**src/design/pcs_pkg.sv**
```systemverilog
// pcs_pkg: shared types, constants and helper functions of the paletted cell store.
// Used by every module of the block; depends on nothing else.
package pcs_pkg;

    localparam int CELL_W     = 12;
    localparam int TOKEN_W    = 16;
    localparam int WORD_W     = 64;
    localparam int WORD_DEPTH = 512;
    localparam int WORD_AW    = 9;
    localparam int PAL_DEPTH  = 256;
    localparam int PAL_AW     = 8;
    localparam int CNT_W      = 9;
    localparam int WIDTH_W    = 4;
    localparam int SHIFT_W    = 6;
    localparam int PER_W      = 7;
    localparam int RECIP_W    = 19;
    localparam int RECIP_SH   = 21;
    localparam int PROD_W     = 31;
    localparam int QUEUE_DEPTH = 2;

    localparam int LINEAR_LIMIT = 16;
    localparam int MIN_WIDTH    = 4;

    localparam logic FUNC_READ  = 1'b0;
    localparam logic FUNC_WRITE = 1'b1;

    typedef enum logic [1:0] {
        MODE_SINGLE = 2'd0,
        MODE_LINEAR = 2'd1,
        MODE_GLOBAL = 2'd2
    } mode_t;

    typedef struct packed {
        logic               func;
        logic [CELL_W-1:0]  idx;
        logic [TOKEN_W-1:0] nv;
    } item_t;

    // ids per 64-bit word for a given width
    function automatic logic [PER_W-1:0] per_of(input logic [WIDTH_W-1:0] w);
        logic [PER_W-1:0] p;
        unique case (w)
            4'd1:    p = 7'd64;
            4'd2:    p = 7'd32;
            4'd3:    p = 7'd21;
            4'd4:    p = 7'd16;
            4'd5:    p = 7'd12;
            4'd6:    p = 7'd10;
            4'd7:    p = 7'd9;
            4'd8:    p = 7'd8;
            default: p = 7'd64;
        endcase
        return p;
    endfunction

    // ceil(2^21 / per_of(w)); exact floor division for 12-bit cell indexes
    function automatic logic [RECIP_W-1:0] recip_of(input logic [WIDTH_W-1:0] w);
        logic [RECIP_W-1:0] r;
        unique case (w)
            4'd1:    r = 19'd32768;
            4'd2:    r = 19'd65536;
            4'd3:    r = 19'd99865;
            4'd4:    r = 19'd131072;
            4'd5:    r = 19'd174763;
            4'd6:    r = 19'd209716;
            4'd7:    r = 19'd233017;
            4'd8:    r = 19'd262144;
            default: r = 19'd32768;
        endcase
        return r;
    endfunction

    // smallest b >= 1 with 2^b >= count
    function automatic logic [WIDTH_W-1:0] bits_for(input logic [CNT_W-1:0] count);
        logic [WIDTH_W-1:0] b;
        b = 4'd1;
        for (int k = 1; k < 9; k++) begin
            if ((10'd1 << b) < {1'b0, count}) begin
                b = b + 4'd1;
            end
        end
        return b;
    endfunction

endpackage

```
**src/design/pcs_front.sv**
```systemverilog
// pcs_front: input channel, cell index build and the two-entry queue to the back end.
// Depends on pcs_pkg.
module pcs_front (
    input  logic                         aclk,
    input  logic                         aresetn,
    input  logic                         s_valid,
    output logic                         s_ready,
    input  logic                         s_func,
    input  logic [3:0]                   s_cell_x,
    input  logic [3:0]                   s_cell_y,
    input  logic [3:0]                   s_cell_z,
    input  logic [pcs_pkg::TOKEN_W-1:0]  s_new_value,
    output logic                         q_valid,
    input  logic                         q_ready,
    output pcs_pkg::item_t               q_item
);

    localparam int PTR_W = $clog2(pcs_pkg::QUEUE_DEPTH);
    localparam int FILL_W = $clog2(pcs_pkg::QUEUE_DEPTH + 1);

    pcs_pkg::item_t     ent_reg [pcs_pkg::QUEUE_DEPTH];
    logic [PTR_W-1:0]   wr_ptr_reg;
    logic [PTR_W-1:0]   rd_ptr_reg;
    logic [FILL_W-1:0]  fill_reg;
    pcs_pkg::item_t     in_item;
    logic               push;
    logic               pop;

    // index = y*256 + z*16 + x
    assign in_item.func = s_func;
    assign in_item.idx  = {s_cell_y, s_cell_z, s_cell_x};
    assign in_item.nv   = s_new_value;

    assign s_ready = (fill_reg != FILL_W'(pcs_pkg::QUEUE_DEPTH));
    assign q_valid = (fill_reg != '0);
    assign q_item  = ent_reg[rd_ptr_reg];
    assign push    = s_valid && s_ready;
    assign pop     = q_valid && q_ready;

    always_ff @(posedge aclk) begin
        if (!aresetn) begin
            wr_ptr_reg <= '0;
            rd_ptr_reg <= '0;
            fill_reg   <= '0;
        end else begin
            if (push) begin
                wr_ptr_reg <= wr_ptr_reg + PTR_W'(1);
            end
            if (pop) begin
                rd_ptr_reg <= rd_ptr_reg + PTR_W'(1);
            end
            if (push && !pop) begin
                fill_reg <= fill_reg + FILL_W'(1);
            end else if (pop && !push) begin
                fill_reg <= fill_reg - FILL_W'(1);
            end
        end
    end

    always_ff @(posedge aclk) begin
        if (push) begin
            ent_reg[wr_ptr_reg] <= in_item;
        end
    end

endmodule

```
**config.mk**
```make
export PLATFORM = sky130hd
export DESIGN_NAME = pcs_front
export DESIGN_NICKNAME = d
export VERILOG_FILES = /design/src/design/pcs_pkg.sv /design/src/design/pcs_front.sv
export SDC_FILE = /design/constraint.sdc
export NUM_CORES = 1
export LEC_CHECK = 0
export BUFFER_PORTS_ARGS = -buffer_cell sky130_fd_sc_hd__buf_2
export CAP_MARGIN = 5
export CORE_ASPECT_RATIO = 1.25
export CORE_MARGIN = 2
export CORE_UTILIZATION = 51
export CTS_CLUSTER_DIAMETER = 200
export DETAILED_ROUTE_END_ITERATION = 8
export PLACE_DENSITY = 0.78
export SLEW_MARGIN = 20
export SYNTH_ARGS = -nofsm -noshare
export SYNTH_HDL_FRONTEND = slang
export SYNTH_SLANG_ARGS = --single-unit
```
**constraint.sdc**
```tcl
create_clock -name aclk -period 2.1 [get_ports aclk]
set_input_delay 0.105 -clock aclk [delete_from_list [all_inputs] [get_ports aclk]]
set_output_delay 0.105 -clock aclk [all_outputs]
set_load 0.03 [all_outputs]
```
==> load_flow_metrics.sql <==
INSERT INTO impl_metrics (metric_group, metric, value, unit) VALUES
('outcome', 'outcome', 'finished clean', ''),
('logic_synthesis', 'synthesis.area', '2330', 'um^2'),
('timing', 'upper_clock_frequency_limit', '0.557', 'GHz'),
('route', 'viasPerCell', '4.90', ''),
('timing', 'timing_hold_violations_final', '0', ''),
('clock_tree', 'cts.path.max_buffers', '2', ''),
('grt', 'first_global_vias', '1471', ''),
('setup_path', 'slowest_delay', '590', 'ps'),
('clock_tree', 'clkSinkCount', '63', ''),
('power', 'sw_frac_of_total', '0.321', ''),
('route', 'detail-route-antenna-nets', '0', ''),
('run', 'drv_cap', '0', ''),
('power', 'power_leakage', '1.24', 'nW'),
('power', 'net-switching-power', '0.00123', 'W'),
('route', 'route.detailed.drc', '0', ''),
('timing', 'setup_tns', '0', 'ps'),
('clock_tree', 'cts.clk_slew.worst_paths', '60', 'ps'),
('power', 'power_per_cell_area', '1190', 'nW/um^2'),
('grt', 'wire_length_of_the_first_global_routing_pass', '6620', 'um'),
('setup_path', 'critPathRequiredTime', '2000', 'ps'),
('logic_synthesis', 'top_cell_type_s_share_of_synthesized_area', '0.747', ''),
('floorplanning', 'io-pin-count', '64', ''),
('grt', 'gr-usage-all-layers', '0.182', ''),
('power', 'cell_internal_pwr', '0.00260', 'W'),
('final_layout', 'layout_fillers', '299', ''),
('setup_path', 'cp.arrival', '1690', 'ps'),
('grt', 'grt_overflow_total', '0', ''),
('setup_path', 'criticalPathCategory', 'reg2out', ''),
('placement', 'placed_standard_cell_area', '2740', 'um^2'),
('setup_path', 'rrSetupSlack', '490', 'ps'),
('timing', 'finalWorstPathRequiredPeriod', '1800', 'ps'),
('final_layout', 'largest_register_ff_count', '58', ''),
('final_layout', 'fin_cells', '280', ''),
('hold_path', 'hold_class', 'in2reg', ''),
('logic_synthesis', 'netlist_instances', '114', ''),
('floorplanning', 'area_of_the_core', '4390', 'um^2'),
('setup_path', 'kind_of_start_point_of_the_critical_path', 'register', ''),
('timing', 'grt_setup_unrepaired', 'no', ''),
('setup_path', 'crit_reg_reg_startpoint', 'fill_reg[0]', ''),
('logic_synthesis', 'synthesis.nets', '148', ''),
('setup_path', 'timing.critical_path.slowest_stage_cell', 'dfxtp_1', ''),
('logic_synthesis', 'yosysWarnings', '0', ''),
('floorplanning', 'die_outline_area', '5130', 'um^2'),
('timing', 'worst_pin_slew', '438', 'ps'),
('clock_tree', 'post_cts_resized', '0', ''),
('floorplanning', 'rows', '27', ''),
('floorplanning', 'start_util', '0.531', ''),
('final_layout', 'antennaDiodeCount', '0', ''),
('logic_synthesis', 'post-synth-top-count-cell', 'edfxtp_1', ''),
('route', 'routedWlPerCell', '15.2', 'um'),
('hold_path', 'min_from', 'aresetn', ''),
('timing', 'worst_slew_margin_rel', '0.707', ''),
('logic_synthesis', 'synth-main-ff-cell', 'edfxtp_1', ''),
('logic_synthesis', 'synth_top_cell_by_area', 'edfxtp_1', ''),
('floorplanning', 'chipWidth', '64.5', 'um'),
('grt', 'largest_net_degree_at_the_start_of_global_routing', '30', ''),
('power', 'comb_power_share', '0.321', ''),
('clock_tree', 'tritoncts', 'yes', ''),
('logic_synthesis', 'synth.top_cells.by_count', 'edfxtp_1, mux2_2, dfxtp_1, and2_1', ''),
('route', 'num_vias', '1372', ''),
('placement', 'dpl_cells', '236', ''),
('setup_path', 'critical_path.endpoint_type', 'output port', ''),
('clock_tree', 'insertion_delay', '330', 'ps'),
('timing', 'finalCritPeriodShare', '0.855', ''),
('logic_synthesis', 'synth-edff-count', '58', ''),
('route', 'first_iter_violations', '42', ''),
('timing', 'final_max_slew_viol_count', '0', ''),
('final_layout', 'final_nets', '252', ''),
('timing', 'worst_clock_skew', '5.88', 'ps'),
('logic_synthesis', 'synth.distinct_cells', '20', ''),
('final_layout', 'drive_gt1_frac', '0.509', '');
==> metrics by stage <==
step                 util  setup WS [ps]  power (W)  hold WS (ps)
CTS                 0.731            274    0.00387          31.3
detailed placement  0.624            484    0.00288           297
global route        0.731            222    0.00399          55.2
global placement    0.624            597    0.00284           292
finish              0.731            304    0.00383          44.8
floorplan               -            316    0.00254           204
==> cells in the final DEF (no fill, tap or decap), drive strengths merged <==
master	instances
buf	67
edfxtp	58
mux2	29
dlygate4sd3	29
clkbuf	10
dfxtp	5
and2	4
clkinv	4
xnor2	2
o21ai	2
a21boi	2
nand2b	1
or2	1
and3	1
nand3b	1
inv	1
a21bo	1
xor2	1
or3	1
ha	1
bufinv	1
==> worst max-delay path by stage <==
stage	startpoint	to	slack (ps)	cells past startpoint
after floorplan	fill_reg[0]	ent_reg[1][0]	320	2
after global placement	fill_reg[0]	fill_reg[1]	600	5
after detailed placement	fill_reg[0]	fill_reg[1]	480	5
after CTS	register	q_item[14]	270	3
after global routing	register	q_item[14]	220	3
final	register	q_item[14]	300	3
==> cell families after synthesis <==
| logic type | synth area share |
|---|---|
| multiplexers | 0.140 |
| AND/OR/NAND/NOR | 0.0279 |
| AO/OA/AOI/OAI | 0.0150 |
| buffers and inverters | 0.0102 |
| XOR/XNOR | 0.0113 |
| adder cells (fa/ha/maj) | 0.00537 |
| flip-flops | 0.790 |
==> cell type report <==
| type | instances | area [um^2] | area share |
|---|---|---|---|
| Sequential cell | 63 | 1840 | 0.574 |
| Multi-Input combinational cell | 47 | 465 | 0.145 |
| Clock inverter | 5 | 50.0 | 0.0156 |
| Clock buffer | 10 | 128 | 0.0398 |
| Tap cell | 58 | 72.6 | 0.0226 |
| Inverter | 1 | 3.75 | 0.00117 |
| Timing Repair Buffer | 96 | 648 | 0.202 |
==> worst max-delay path: cells and delay by family, from the launching register on <==
| family | cells | cell delay (ps) |
|---|---|---|
| buffers and inverters | 2 | 420 |
| flip-flops | 1 | 590 |
| multiplexers | 1 | 360 |
==> power groups by stage <==
stage               registers (W)  logic, W  clock network (W)
floorplan                 0.00164  0.000896                  0
global placement          0.00167   0.00117                  0
detailed placement        0.00169   0.00119                  0
CTS                       0.00166   0.00124           0.000966
global route              0.00168   0.00130            0.00101
finish                    0.00166   0.00123           0.000941
==> routing by layer <==
metal | wire [um] | global-route usage
met1 | 1630 | 0.196
met2 | 2290 | 0.311
met3 | 185 | 0.0324
met4 | 160 | 0.147
met5 | 0 | 0
==> what timing repair did <==
item	CTS	global route
endpoints found under the hold margin	58	0
buffers inserted	0	0
hold buffers	29	0
endpoints found under the setup margin	0	0
(Power assumes the default switching activity.)
